$ cat config.mk
export PLATFORM = sky130hd
export DESIGN_NAME = usvg_div_cell
export DESIGN_NICKNAME = d
export VERILOG_FILES = /design/src/hw/rtl/uv_sphere_vertex_generator_top_macros.svh /design/src/hw/rtl/usvg_pkg.sv /design/src/hw/rtl/usvg_div_cell.sv
export SDC_FILE = /design/constraint.sdc
export NUM_CORES = 1
export LEC_CHECK = 0
export BUFFER_PORTS_ARGS = -buffer_cell sky130_fd_sc_hd__buf_2
export CAP_MARGIN = 20
export CORE_MARGIN = 8
export CORE_UTILIZATION = 35
export DETAILED_ROUTE_END_ITERATION = 8
export GPL_ROUTABILITY_DRIVEN = 0
export GPL_TIMING_DRIVEN = 0
export MAX_ROUTING_LAYER = met4
export PLACE_DENSITY = 0.71
export SYNTH_ARGS = -nofsm -noshare
export SYNTH_HDL_FRONTEND = slang
export SYNTH_SLANG_ARGS = --single-unit
$ cat constraint.sdc
create_clock -name clk -period 0.8 [get_ports clk]
set_input_delay 0.04 -clock clk [delete_from_list [all_inputs] [get_ports clk]]
set_output_delay 0.04 -clock clk [all_outputs]
set_load 0.02 [all_outputs]
$ cat src/hw/rtl/uv_sphere_vertex_generator_top_macros.svh
// Assertion macros for the UV sphere vertex generator
`ifndef UV_SPHERE_VERTEX_GENERATOR_TOP_MACROS_SVH
`define UV_SPHERE_VERTEX_GENERATOR_TOP_MACROS_SVH
`ifndef SYNTHESIS
`define USVG_ASSERT_IMP(lbl, clk_i, rst_ni, ante, cons) \
    lbl: assert property (@(posedge clk_i) disable iff (!rst_ni) (ante) |-> (cons)) \
        else $error("usvg assertion failed");
`define USVG_ASSERT_NEXT(lbl, clk_i, rst_ni, ante, cons) \
    lbl: assert property (@(posedge clk_i) disable iff (!rst_ni) (ante) |=> (cons)) \
        else $error("usvg assertion failed");
`else
`define USVG_ASSERT_IMP(lbl, clk_i, rst_ni, ante, cons)
`define USVG_ASSERT_NEXT(lbl, clk_i, rst_ni, ante, cons)
`endif
`endif

$ cat src/hw/rtl/usvg_pkg.sv
// Shared types, constants and functions of the UV sphere vertex generator
`default_nettype none
package usvg_pkg;

    localparam int MAX_RINGS      = 256;
    localparam int MAX_SECTORS    = 256;
    localparam int CORDIC_STEPS   = 20;
    localparam int CORDIC_STEP_W  = $clog2(CORDIC_STEPS);
    localparam int DIV_CELLS      = 19;
    localparam int XW             = 34;
    localparam int ZW             = 33;
    localparam int PIPE_STAGES    = 1 + DIV_CELLS + 1 + CORDIC_STEPS + 4;

    localparam logic [30:0] PI2_Q30         = 31'h6487ED51;
    localparam logic [31:0] CORDIC_GAIN_Q30 = 32'h26DD3B6A;

    localparam logic [15:0] RADIUS_RST = 16'd256;
    localparam logic [8:0]  COUNT_RST  = 9'd16;

    typedef enum logic [1:0] {
        CFG_RADIUS       = 2'd0,
        CFG_RING_COUNT   = 2'd1,
        CFG_SECTOR_COUNT = 2'd2
    } cfg_reg_t;

    typedef struct packed {
        logic [15:0] base_index;
        logic        has_quad;
        logic        bad_index;
        logic [15:0] tex_u;
        logic [15:0] tex_v;
    } side_t;

    typedef struct packed {
        logic [7:0]  rem;
        logic [7:0]  den;
        logic [19:0] quo;
    } div_lane_t;

    typedef struct packed {
        div_lane_t lane_s;
        div_lane_t lane_r;
        side_t     side;
    } div_data_t;

    typedef struct packed {
        logic [XW-1:0] x;
        logic [XW-1:0] y;
        logic [ZW-1:0] z;
        logic [1:0]    quad;
    } cordic_lane_t;

    typedef struct packed {
        cordic_lane_t phi;
        cordic_lane_t th;
        side_t        side;
    } cordic_data_t;

    function automatic logic [31:0] atan_q30(input logic [CORDIC_STEP_W-1:0] i);
        logic [31:0] a;
        case (i)
            5'd0:    a = 32'h3243F6A8;
            5'd1:    a = 32'h1DAC6705;
            5'd2:    a = 32'h0FADBAFC;
            5'd3:    a = 32'h07F56EA6;
            5'd4:    a = 32'h03FEAB76;
            5'd5:    a = 32'h01FFD55B;
            5'd6:    a = 32'h00FFFAAA;
            5'd7:    a = 32'h007FFF55;
            5'd8:    a = 32'h003FFFEA;
            5'd9:    a = 32'h001FFFFD;
            5'd10:   a = 32'h000FFFFF;
            5'd11:   a = 32'h0007FFFF;
            5'd12:   a = 32'h0003FFFF;
            5'd13:   a = 32'h0001FFFF;
            5'd14:   a = 32'h0000FFFF;
            5'd15:   a = 32'h00007FFF;
            5'd16:   a = 32'h00003FFF;
            5'd17:   a = 32'h00001FFF;
            5'd18:   a = 32'h00000FFF;
            5'd19:   a = 32'h000007FF;
            default: a = 32'h0;
        endcase
        return a;
    endfunction

    // divide by 2^n, rounding half away from zero
    function automatic logic signed [63:0] rnd_shift(input logic signed [63:0] v,
                                                     input int unsigned n);
        logic [63:0] mag;
        logic [63:0] half;
        logic [63:0] q;
        half = 64'd1 << (n - 1);
        mag  = v[63] ? 64'(-v) : 64'(v);
        q    = (mag + half) >> n;
        return v[63] ? -$signed(q) : $signed(q);
    endfunction

endpackage
`default_nettype wire

$ cat src/hw/rtl/usvg_div_cell.sv
// One restoring-division cell: one quotient bit per lane, registered
`default_nettype none
module usvg_div_cell (
    input  logic                clk,
    input  logic                rst_n,
    input  logic                in_valid,
    input  usvg_pkg::div_data_t in_data,
    output logic                out_valid,
    output usvg_pkg::div_data_t out_data
);
    import usvg_pkg::*;

    logic      valid_reg;
    div_data_t data_reg;
    div_data_t data_next;

    function automatic div_lane_t div_step(input div_lane_t l);
        logic [8:0] t;
        logic [8:0] diff;
        logic       ge;
        div_lane_t  r;
        t    = {l.rem, 1'b0};
        diff = t - {1'b0, l.den};
        ge   = (t >= {1'b0, l.den});
        r     = l;
        r.rem = ge ? diff[7:0] : t[7:0];
        r.quo = {l.quo[18:0], ge};
        return r;
    endfunction

    always_comb
    begin
        data_next        = in_data;
        data_next.lane_s = div_step(in_data.lane_s);
        data_next.lane_r = div_step(in_data.lane_r);
    end

    always_ff @(posedge clk or negedge rst_n)
    begin
        if (!rst_n)
        begin
            valid_reg <= 1'b0;
        end
        else
        begin
            valid_reg <= in_valid;
        end
    end

    always_ff @(posedge clk)
    begin
        data_reg <= data_next;
    end

    assign out_valid = valid_reg;
    assign out_data  = data_reg;

endmodule
`default_nettype wire

==> load_flow_metrics.sql <==
INSERT INTO impl_metrics (metric_group, metric, value, unit) VALUES
('outcome', 'outcome', 'finished, violations left', ''),
('outcome', 'failed_checks', 'negative hold slack, negative setup slack', ''),
('timing', 'rsz0062_at_grt', 'true', ''),
('yosys', 'synth_ff_type', 'dfxtp_1', ''),
('yosys', 'sequential_area_share_after_synthesis', '72.4', '%'),
('final_layout', 'finish.net_count', '796', ''),
('final_layout', 'synthToLayoutAreaGrowth', '141', '%'),
('die', 'core_area', '0.00959', 'mm^2'),
('final_layout', 'area_of_combinational_cells_with_multiple_inputs', '0.00121', 'mm^2'),
('detailed_routing', 'violation_count_after_the_first_detailed_route_iteration', '143', ''),
('clocking', 'clockBufferDepth', '2', ''),
('final_layout', 'n_fill_cell', '419', ''),
('setup_path', 'cp.arrival', '1.61', 'ns'),
('pwr', 'pwr_cell_area', '2360', 'mW/mm^2'),
('setup_path', 'slowest_delay', '0.39', 'ns'),
('detailed_routing', 'drt_pre_antenna_iters', '4', ''),
('die', 'ios', '248', ''),
('die', 'fp.dieW', '115', 'um'),
('timing', 'max_slew_margin', '71.3', '%'),
('yosys', 'syn_inst', '253', ''),
('timing', 'final-setup-viol-count', '141', ''),
('timing', 'finalCritPeriodShare', '154', '%'),
('die', 'std_cell_rows', '36', ''),
('global_routing', 'grt_use_total', '27.7', '%'),
('pwr', 'vdd.ir_drop.worst', '1.85', 'mV'),
('clocking', 'clock_sinks', '123', ''),
('placed_design', 'pre_cts_ws', '-1.31', 'ns'),
('global_routing', 'global_route_wire_length_before_repair', '26.3', 'mm'),
('setup_path', 'critPathTopFamily', 'adder cells', ''),
('timing', 'fmaxAchievable', '813', 'MHz'),
('setup_path', 'cpMostUsedCell', 'ha_4', ''),
('timing', 'finalMaxSlewViolations', '0', ''),
('die', 'design.die.area', '0.0132', 'mm^2'),
('setup_path', 'worstPathMaxFanout', '6', ''),
('pwr', 'leakagePower', '3.71', 'nW'),
('setup_path', 'worst-path-buf-inv', '2', ''),
('global_routing', 'gr-usage-met3', '7.44', '%'),
('run', 'max_capacitance_violation_count', '0', ''),
('yosys', 'netlist.top_cell.by_area', 'dfxtp_1', ''),
('die', 'die_height', '115', 'um'),
('clocking', 'cts-root-buf', 'clkbuf_8', ''),
('setup_path', 'timing.critical_path.required', '1.18', 'ns'),
('timing', 'layout_min_cycle_time', '1.23', 'ns'),
('yosys', 'synth_seq_cells', '123', ''),
('placed_design', 'place_hpwl', '9.06', 'mm'),
('setup_path', 'crit_chain', 'buf_8, ha_4, ha_4, nand4_1, a311oi_4, nor4_4, buf_6, mux2_4', ''),
('clocking', 'clk_pin_slew_worst_paths', '0.06', 'ns'),
('global_routing', 'initial_antenna_violation_count', '1', ''),
('final_layout', 'post-route-util', '85.6', '%'),
('detailed_routing', 'drc', '0', ''),
('setup_path', 'timing.critical_path.from_type', 'input port', ''),
('global_routing', 'fraction_of_met2_tracks_used_by_global_routing', '50.5', '%'),
('timing', 'tightestPinTransition', '0.426', 'ns'),
('timing', 'whs', '-0.293', 'ns'),
('timing', 'setup_ws', '-0.430', 'ns'),
('placed_design', 'numPortBuffers', '245', ''),
('yosys', 'synth.cells.most_frequent', 'dfxtp_1, inv_1, ha_1', ''),
('clocking', 'cts_made_buffers', '17', ''),
('timing', 'report.final.hold_viol_count', '6', ''),
('global_routing', 'maximum_number_of_pins_on_one_net_before_global_route_repair', '17', ''),
('clocking', 'tritoncts', 'done', ''),
('yosys', 'synth_cell_type_count', '39', ''),
('yosys', 'top_cell_type_s_share_of_synthesized_area', '71.6', '%'),
('setup_path', 'crit_path_capture_type', 'register', ''),
('final_layout', 'sequential_cell_area', '0.00262', 'mm^2'),
('final_layout', 'drive_gt1_share', '71.5', '%'),
('min_path', 'hold_class', 'input port to register', ''),
('pwr', 'total_power', '19.4', 'mW'),
('setup_path', 'cpMaxStageDelayCell', 'a311oi_4', ''),
('detailed_routing', 'num_vias', '3645', ''),
('setup_path', 'setup.worst_path.class', 'input port to register', '');
layer usage:
layer,vias up,share of wire (%)
met3,51,6.3
met5,-,0
met1,1766,36
met2,174,53
met4,0,4.4
li1,1654,-
cell type report:
cell class                      count  share of cell area [%]
Clock inverter                     13                    2.91
Multi-Input combinational cell    105                    14.7
Buffer                              1                   0.137
Clock buffer                       19                    5.14
Timing Repair Buffer              381                    41.9
Inverter                           24                    1.25
Antenna cell                        1                  0.0305
Tap cell                          133                    2.03
Sequential cell                   123                    31.9
registers in the layout, indices dropped and copies added, names as in the netlist:
name / cells
out_data: 122
out_valid: 1
per-stage QoR:
step | cell area [um^2] | hold WS, ns | std cells
finish | 8210 | -0.293 | 800
global route | 8210 | -0.295 | 800
CTS | 7990 | -0.374 | 790
detailed placement | 5030 | -0.184 | 631
global placement | 5030 | -0.185 | 631
floorplan | 3640 | -0.256 | 253
cell families (layout without fill, tap and decap cells):
group / after synthesis / count (layout) / share of synthesized area, %
buffers and inverters: 25 / 438 / 2.75
and+or+nand+nor: 35 / 35 / 5.80
DFF: 123 / 123 / 72.4
other: 0 / 1 / 0
adders and majority gates: 18 / 18 / 7.05
AOI/OAI and AO/OA: 37 / 37 / 7.60
muxes: 9 / 9 / 2.90
xor gates and xnor gates: 6 / 6 / 1.54
power breakdown:
part	internal (mW)	switching [mW]	total, mW
clock	5.73	2.93	8.67
combinational	2.10	1.69	3.79
sequential	6.67	0.261	6.93
total	14.5	4.89	19.4
what timing repair did:
| item | CTS | global route |
|---|---|---|
| gates resized for setup | 400 | 28 |
| endpoints found under the setup margin | 140 | 141 |
| pin swaps | 15 | 12 |
| setup buffers | 11 | 5 |
| hold buffers | 116 | 4 |
| hold endpoints to repair | 124 | 7 |
cell usage in the layout (no fill, tap or decap), types with 3 or more instances in the layout:
cell	count
a211oi_1	3
a21oi_1	6
buf_2	109
buf_4	12
buf_6	134
buf_8	5
bufinv_16	6
clkbuf_16	16
dfxtp_2	122
dlygate4sd3_1	120
ha_4	13
inv_1	11
inv_2	8
inv_4	5
inv_6	3
mux2_4	7
nand2_1	3
nor2_1	7
nor2_4	4
nor2b_4	3
o21a_1	5
o21ai_0	6
xnor2_1	5
final timing paths:
path | from | to | slack, ns | cells past startpoint
max | in_data[78] | out_data[82]$_DFF_P_ | -0.43 | 8
min in group asynchronous | rst_n | out_valid$_DFF_PN0_ | 0.42 | 3
min | in_data[70] | out_data[70]$_DFF_P_ | -0.29 | 1
max in group asynchronous | rst_n | out_valid$_DFF_PN0_ | 0.26 | 3
Power figures use the tool's default switching activity.
