`config.mk`:
```
export PLATFORM = sky130hd
export DESIGN_NAME = usvg_cordic_cell
export DESIGN_NICKNAME = d
export VERILOG_FILES = /design/src/hw/rtl/uv_sphere_vertex_generator_top_macros.svh /design/src/hw/rtl/usvg_pkg.sv /design/src/hw/rtl/usvg_cordic_cell.sv
export SDC_FILE = /design/constraint.sdc
export NUM_CORES = 1
export LEC_CHECK = 0
export BUFFER_PORTS_ARGS = -buffer_cell sky130_fd_sc_hd__buf_4
export CAP_MARGIN = 40
export CORE_ASPECT_RATIO = 1.25
export CORE_MARGIN = 2
export CORE_UTILIZATION = 53
export CTS_CLUSTER_DIAMETER = 80
export DETAILED_ROUTE_END_ITERATION = 16
export MAX_ROUTING_LAYER = met4
export PLACE_DENSITY = 0.84
export SYNTH_ARGS = -nofsm -noshare
export SYNTH_HDL_FRONTEND = slang
export SYNTH_SLANG_ARGS = --single-unit
```
`constraint.sdc`:
```
create_clock -name clk -period 0.8 [get_ports clk]
set_input_delay 0.08 -clock clk [delete_from_list [all_inputs] [get_ports clk]]
set_output_delay 0.08 -clock clk [all_outputs]
set_load 0.03 [all_outputs]
```
`src/hw/rtl/uv_sphere_vertex_generator_top_macros.svh`:
```
// Assertion macros for the UV sphere vertex generator
`ifndef UV_SPHERE_VERTEX_GENERATOR_TOP_MACROS_SVH
`define UV_SPHERE_VERTEX_GENERATOR_TOP_MACROS_SVH
`ifndef SYNTHESIS
`define USVG_ASSERT_IMP(lbl, clk_i, rst_ni, ante, cons) \
    lbl: assert property (@(posedge clk_i) disable iff (!rst_ni) (ante) |-> (cons)) \
        else $error("usvg assertion failed");
`define USVG_ASSERT_NEXT(lbl, clk_i, rst_ni, ante, cons) \
    lbl: assert property (@(posedge clk_i) disable iff (!rst_ni) (ante) |=> (cons)) \
        else $error("usvg assertion failed");
`else
`define USVG_ASSERT_IMP(lbl, clk_i, rst_ni, ante, cons)
`define USVG_ASSERT_NEXT(lbl, clk_i, rst_ni, ante, cons)
`endif
`endif

```
`src/hw/rtl/usvg_pkg.sv`:
```
// Shared types, constants and functions of the UV sphere vertex generator
`default_nettype none
package usvg_pkg;

    localparam int MAX_RINGS      = 256;
    localparam int MAX_SECTORS    = 256;
    localparam int CORDIC_STEPS   = 20;
    localparam int CORDIC_STEP_W  = $clog2(CORDIC_STEPS);
    localparam int DIV_CELLS      = 19;
    localparam int XW             = 34;
    localparam int ZW             = 33;
    localparam int PIPE_STAGES    = 1 + DIV_CELLS + 1 + CORDIC_STEPS + 4;

    localparam logic [30:0] PI2_Q30         = 31'h6487ED51;
    localparam logic [31:0] CORDIC_GAIN_Q30 = 32'h26DD3B6A;

    localparam logic [15:0] RADIUS_RST = 16'd256;
    localparam logic [8:0]  COUNT_RST  = 9'd16;

    typedef enum logic [1:0] {
        CFG_RADIUS       = 2'd0,
        CFG_RING_COUNT   = 2'd1,
        CFG_SECTOR_COUNT = 2'd2
    } cfg_reg_t;

    typedef struct packed {
        logic [15:0] base_index;
        logic        has_quad;
        logic        bad_index;
        logic [15:0] tex_u;
        logic [15:0] tex_v;
    } side_t;

    typedef struct packed {
        logic [7:0]  rem;
        logic [7:0]  den;
        logic [19:0] quo;
    } div_lane_t;

    typedef struct packed {
        div_lane_t lane_s;
        div_lane_t lane_r;
        side_t     side;
    } div_data_t;

    typedef struct packed {
        logic [XW-1:0] x;
        logic [XW-1:0] y;
        logic [ZW-1:0] z;
        logic [1:0]    quad;
    } cordic_lane_t;

    typedef struct packed {
        cordic_lane_t phi;
        cordic_lane_t th;
        side_t        side;
    } cordic_data_t;

    function automatic logic [31:0] atan_q30(input logic [CORDIC_STEP_W-1:0] i);
        logic [31:0] a;
        case (i)
            5'd0:    a = 32'h3243F6A8;
            5'd1:    a = 32'h1DAC6705;
            5'd2:    a = 32'h0FADBAFC;
            5'd3:    a = 32'h07F56EA6;
            5'd4:    a = 32'h03FEAB76;
            5'd5:    a = 32'h01FFD55B;
            5'd6:    a = 32'h00FFFAAA;
            5'd7:    a = 32'h007FFF55;
            5'd8:    a = 32'h003FFFEA;
            5'd9:    a = 32'h001FFFFD;
            5'd10:   a = 32'h000FFFFF;
            5'd11:   a = 32'h0007FFFF;
            5'd12:   a = 32'h0003FFFF;
            5'd13:   a = 32'h0001FFFF;
            5'd14:   a = 32'h0000FFFF;
            5'd15:   a = 32'h00007FFF;
            5'd16:   a = 32'h00003FFF;
            5'd17:   a = 32'h00001FFF;
            5'd18:   a = 32'h00000FFF;
            5'd19:   a = 32'h000007FF;
            default: a = 32'h0;
        endcase
        return a;
    endfunction

    // divide by 2^n, rounding half away from zero
    function automatic logic signed [63:0] rnd_shift(input logic signed [63:0] v,
                                                     input int unsigned n);
        logic [63:0] mag;
        logic [63:0] half;
        logic [63:0] q;
        half = 64'd1 << (n - 1);
        mag  = v[63] ? 64'(-v) : 64'(v);
        q    = (mag + half) >> n;
        return v[63] ? -$signed(q) : $signed(q);
    endfunction

endpackage
`default_nettype wire

```
`src/hw/rtl/usvg_cordic_cell.sv`:
```
// One rotation CORDIC cell for the azimuth and polar lanes, registered
`default_nettype none
module usvg_cordic_cell (
    input  logic                              clk,
    input  logic                              rst_n,
    input  logic [usvg_pkg::CORDIC_STEP_W-1:0] step,
    input  logic                              in_valid,
    input  usvg_pkg::cordic_data_t            in_data,
    output logic                              out_valid,
    output usvg_pkg::cordic_data_t            out_data
);
    import usvg_pkg::*;

    logic         valid_reg;
    cordic_data_t data_reg;
    cordic_data_t data_next;

    function automatic cordic_lane_t rotate(input cordic_lane_t l,
                                            input logic [CORDIC_STEP_W-1:0] s);
        logic signed [XW-1:0] x;
        logic signed [XW-1:0] y;
        logic signed [XW-1:0] dx;
        logic signed [XW-1:0] dy;
        logic signed [ZW-1:0] z;
        logic signed [ZW-1:0] a;
        cordic_lane_t         r;
        x  = $signed(l.x);
        y  = $signed(l.y);
        z  = $signed(l.z);
        dx = y >>> s;
        dy = x >>> s;
        a  = $signed({1'b0, atan_q30(s)});
        r  = l;
        if (!z[ZW-1])
        begin
            r.x = x - dx;
            r.y = y + dy;
            r.z = z - a;
        end
        else
        begin
            r.x = x + dx;
            r.y = y - dy;
            r.z = z + a;
        end
        return r;
    endfunction

    always_comb
    begin
        data_next     = in_data;
        data_next.phi = rotate(in_data.phi, step);
        data_next.th  = rotate(in_data.th, step);
    end

    always_ff @(posedge clk or negedge rst_n)
    begin
        if (!rst_n)
        begin
            valid_reg <= 1'b0;
        end
        else
        begin
            valid_reg <= in_valid;
        end
    end

    always_ff @(posedge clk)
    begin
        data_reg <= data_next;
    end

    assign out_valid = valid_reg;
    assign out_data  = data_reg;

endmodule
`default_nettype wire

```
==> impl_metrics.ini, run 1 <==
[logic_synthesis]
synth_fa_ha_area_share_pct = 9.64
yosys-top-cells-count = a21oi_1, nand2_1, nor2_1, dfxtp_1, ha_1
synth-xor-area-share_pct = 9.77
synth_seq_cells = 257
ys.flop_type = dfxtp_1
synth.cell_area_sq_um = 28100
ys_warn_count = 0
async_reset_ff_share_pct = 0.389
synthMuxAreaShare_pct = 20.9
synth_area_leaders = dfxtp_1, mux4_2, ha_1
syn-num-nets = 3739
synth.most_common_cell = a21oi_1
ys_types = 99
synth_cells = 3262
avgSynthCellArea_sq_um = 8.62
synthSimpleGateAreaFrac_pct = 14.1
yosysSeqAreaShare_pct = 18.3
synth_edf_count = 0
synth_top_family_by_area = compound AO/OA/AOI/OAI gates
yosysTopAreaCell = dfxtp_1
synth_top_area_share_pct = 18.2
synth_compound_area_share_pct = 22.6

[grt]
grt_pass1_vias = 56900
grt_max_degree = 45
overflow = 5982
grtUsageTotal_pct = 105
grt_first_pass_wirelength_mm = 418

[clocking]
htreeDepth = 1
cts_root_buf = clkbuf_16
cts.sinks = 257
cts-buffers-inserted = 28
clock_path_buffers = 3

[floorplanning]
ios = 521
start_util_pct = 53.5
die_height_um = 262
std_cell_rows = 94
die_w_um = 210

[placed_design]
globalplace.congestion = 1.28
port_buffers = 520
dp_hpwl_mm = 120

[outcome]
tool.error = [ERROR GRT-0116] Global routing finished with congestion. Check the congestion regions in the DRC Viewer.
status = stopped before the end
haltStage = global routing
-- stage by stage --
step / cell area [sq um] / setup WS (ns) / instances
3_5_place_dp: 42600 / -4.90 / 5567
2_1_floorplan: 28900 / -4.32 / 3262
4_1_cts: 48700 / -3.83 / 5875
3_3_place_gp: 42600 / -4.43 / 5566
-- cell families after synthesis --
| kind of cell | Yosys count |
|---|---|
| DFF | 257 |
| buffers and inverters | 279 |
| AOI/OAI and AO/OA | 972 |
| muxes | 369 |
| xor gates and xnor gates | 313 |
| and+or+nand+nor | 859 |
| adders and majority gates | 213 |
-- timing repair --
item,4_1_cts
resized for setup,579
setup endpoints to repair,459
cloned,13
hold endpoints to repair,94
pin swaps,337
setup buffers,210
hold buffers,57
-- per-layer routing --
metal | overflow | track usage (%)
met3 | 228 | 81.5
met1 | 192 | 88.6
met4 | 931 | 112
met5 | - | -
met2 | 4631 | 140
==> inputs of run 2 (changes only) <==
--- a/config.mk
+++ b/config.mk
@@ -7,13 +7,10 @@
 export LEC_CHECK = 0
 export BUFFER_PORTS_ARGS = -buffer_cell sky130_fd_sc_hd__buf_4
 export CAP_MARGIN = 40
-export CORE_ASPECT_RATIO = 1.25
 export CORE_MARGIN = 2
-export CORE_UTILIZATION = 53
-export CTS_CLUSTER_DIAMETER = 80
+export CORE_UTILIZATION = 40
 export DETAILED_ROUTE_END_ITERATION = 16
-export MAX_ROUTING_LAYER = met4
-export PLACE_DENSITY = 0.84
+export PLACE_DENSITY_LB_ADDON = 0.15
 export SYNTH_ARGS = -nofsm -noshare
 export SYNTH_HDL_FRONTEND = slang
 export SYNTH_SLANG_ARGS = --single-unit
==> constraint.sdc (replaced) <==
create_clock -name clk -period 1 [get_ports clk]
set_input_delay 0.1 -clock clk [delete_from_list [all_inputs] [get_ports clk]]
set_output_delay 0.1 -clock clk [all_outputs]
set_load 0.03 [all_outputs]
==> impl_metrics.ini, run 2 <==
[route]
viasPerCell = 5.68
drc = 0
ant_nets = 0
vias = 35700
firstDrtPassIters = 7
dr.first_iter.drc_count = 2664
wl_per_cell_um = 22.7
drt-total-wl_mm = 142

[logic_synthesis]
yosysSeqAreaShare_pct = 18.3
synth.cell_area_sq_um = 28100
avgSynthCellArea_sq_um = 8.62
syn-num-nets = 3739
synth_top_area_share_pct = 18.2
async_reset_ff_share_pct = 0.389
ys_types = 99
synth_cells = 3262
yosysTopAreaCell = dfxtp_1
yosys-top-cells-count = a21oi_1, nand2_1, nor2_1, dfxtp_1, ha_1
ys_warn_count = 0
synth_edf_count = 0
ys.flop_type = dfxtp_1
synth.most_common_cell = a21oi_1
synth_seq_cells = 257
synth_area_leaders = dfxtp_1, mux4_2, ha_1

[floorplanning]
std_cell_rows = 97
die_height_um = 269
die_w_um = 269
die_area_sq_um = 72400
ios = 521
start_util_pct = 40.3
core_area_sq_um = 69800

[clocking]
clock_path_buffers = 3
tritoncts = done
htreeDepth = 1
cts_root_buf = clkbuf_16
holdBufCountCts = 58
clk_pin_slew_ns = 0.06
cts.sinks = 257
cts-buffers-inserted = 29

[sta]
hold_ws_ns = -0.304
layout_min_cycle_time_ns = 4.58
tightestPinTransition_ns = 0.967
max_freq_mhz = 218
rsz0062_at_grt = true
worst_slack_ns = -3.58
min_period_over_period_pct = 458
maxSlewViolCount = 0
finalSetupViolations = 459
relSlewSlack_pct = 35.5
hold_violations = 36

[min_path]
hold_class = in -> reg

[power_and_ir_drop]
p_per_area_nw_per_um2 = 1570
power_leakage_uw = 0.0241
ir_worst_vdd_mv = 1.68
total_power_uw = 79900

[grt]
grt_first_pass_wirelength_mm = 210
grt_pass1_vias = 35700
grtUsageTotal_pct = 37.1
antenna_found_initial = 2
grt_max_degree = 63
overflow = 0

[cells_and_area]
nets = 5800
layout_commonest_cell = buf_4
largest_register_ffs = 256
final_cell_mix = buf_4, dfxtp_1, nand2_1
drive_gt1_share_pct = 56.1
fin_util_pct = 73.1
synthToLayoutAreaGrowth_pct = 81.3

[setup_path]
crit_required_ns = 1.51
startpoint_type = primary input
path_class = in -> reg
cp.arrival_ns = 5.09
crit_fanout = 4
end_kind = register

[outcome]
violations = negative hold slack, negative setup slack
status = finished with violations

[flow_run]
max_cap_violations = 0

[placed_design]
port_buffers = 520
dp_hpwl_mm = 110
globalplace.congestion = 1.02
## run 2: cell counts after synthesis
Identical to the previous run, type by type.
## run 2: final cells by class
type | count | area, sq um
diodes | 2 | 5.00
repair buffers | 2216 | 18200
inverters | 93 | 388
clock inverters | 14 | 186
well taps | 940 | 1180
fillers | 5251 | 18800
clock buffers | 39 | 813
multi-input cells | 2726 | 25000
flip-flops and latches | 257 | 5150
## run 2: final timing paths
path	from	endpoint	slack [ns]	cells after the start
worst min-delay path	in_data[155]	out_data[155]	-0.30	2
max in group asynchronous	rst_n	out_valid	0.52	3
min in group asynchronous	rst_n	out_valid	0.38	3
worst max-delay path	step[0]	out_data[220]	-3.58	24
## run 2: kinds of logic (layout without fill, tap and decap cells)
family	count (synthesis)	count (layout)	share of synthesized area [%]
AO/OA/AOI/OAI	972	972	22.6
XOR/XNOR	313	313	9.77
adder cells (fa/ha/maj)	213	213	9.64
buffers and inverters	279	2362	4.64
flip-flops	257	257	18.3
multiplexers	369	369	20.9
other	0	2	0
AND/OR/NAND/NOR	859	859	14.1
## run 2: worst max-delay path, cell delays in order
cell and delay, ns:
buf_16 0.12, buf_12 0.12, buf_12 0.11, mux4_2 0.52, mux2_4 0.34, a221o_1 0.38, a21oi_2 0.18, and4b_1 0.24
and4_4 0.28, nand2_4 0.06, inv_4 0.06, a21oi_2 0.05, xor2_1 0.16, ha_1 0.30, a21o_1 0.19, a211o_1 0.30
nor4bb_2 0.30, nand3b_1 0.19, o21ai_2 0.09, a31o_4 0.29, a211oi_4 0.29, o31ai_2 0.10, a21oi_2 0.16, xnor2_1 0.12
## run 2: repair_timing
item | 4_1_cts | 5_1_grt
buffers inserted | 180 | 109
cloned | 7 | 1
pin swaps | 312 | 329
endpoints found under the setup margin | 459 | 459
gates resized for setup | 509 | 310
hold endpoints to repair | 122 | 27
## run 2: stage by stage
stage / area, sq um / instances / hold WS (ns) / TNS (ns) / setup slack (ns)
finish: 51000 / 6287 / -0.304 / -579.55 / -3.58
global placement: 44000 / 5957 / -0.124 / -676.64 / -4.32
floorplan: 28900 / 3262 / -0.196 / -594.55 / -4.14
CTS: 49100 / 6225 / -0.346 / -553.85 / -3.43
detailed placement: 44000 / 5957 / -0.124 / -683.14 / -4.35
global route: 51000 / 6287 / -0.311 / -609.49 / -3.73
## run 2: where the power goes
group	total, uW	switching [uW]	internal [uW]
clock	11200	4500	6710
combinational	53800	27900	25900
sequential	14900	1030	13900
total	79900	33500	46500
## run 2: metal layers
metal	GRT usage (%)	part of all wire (%)	vias to the layer above	wire length (um)
met5	0	0	-	0
met4	25.2	7.8	0	11100
met3	5.33	6.6	494	9340
met2	65.5	50	1575	70700
met1	41.2	36	17200	51300
li1	-	-	16400	-
Power figures use the tool's default switching activity.
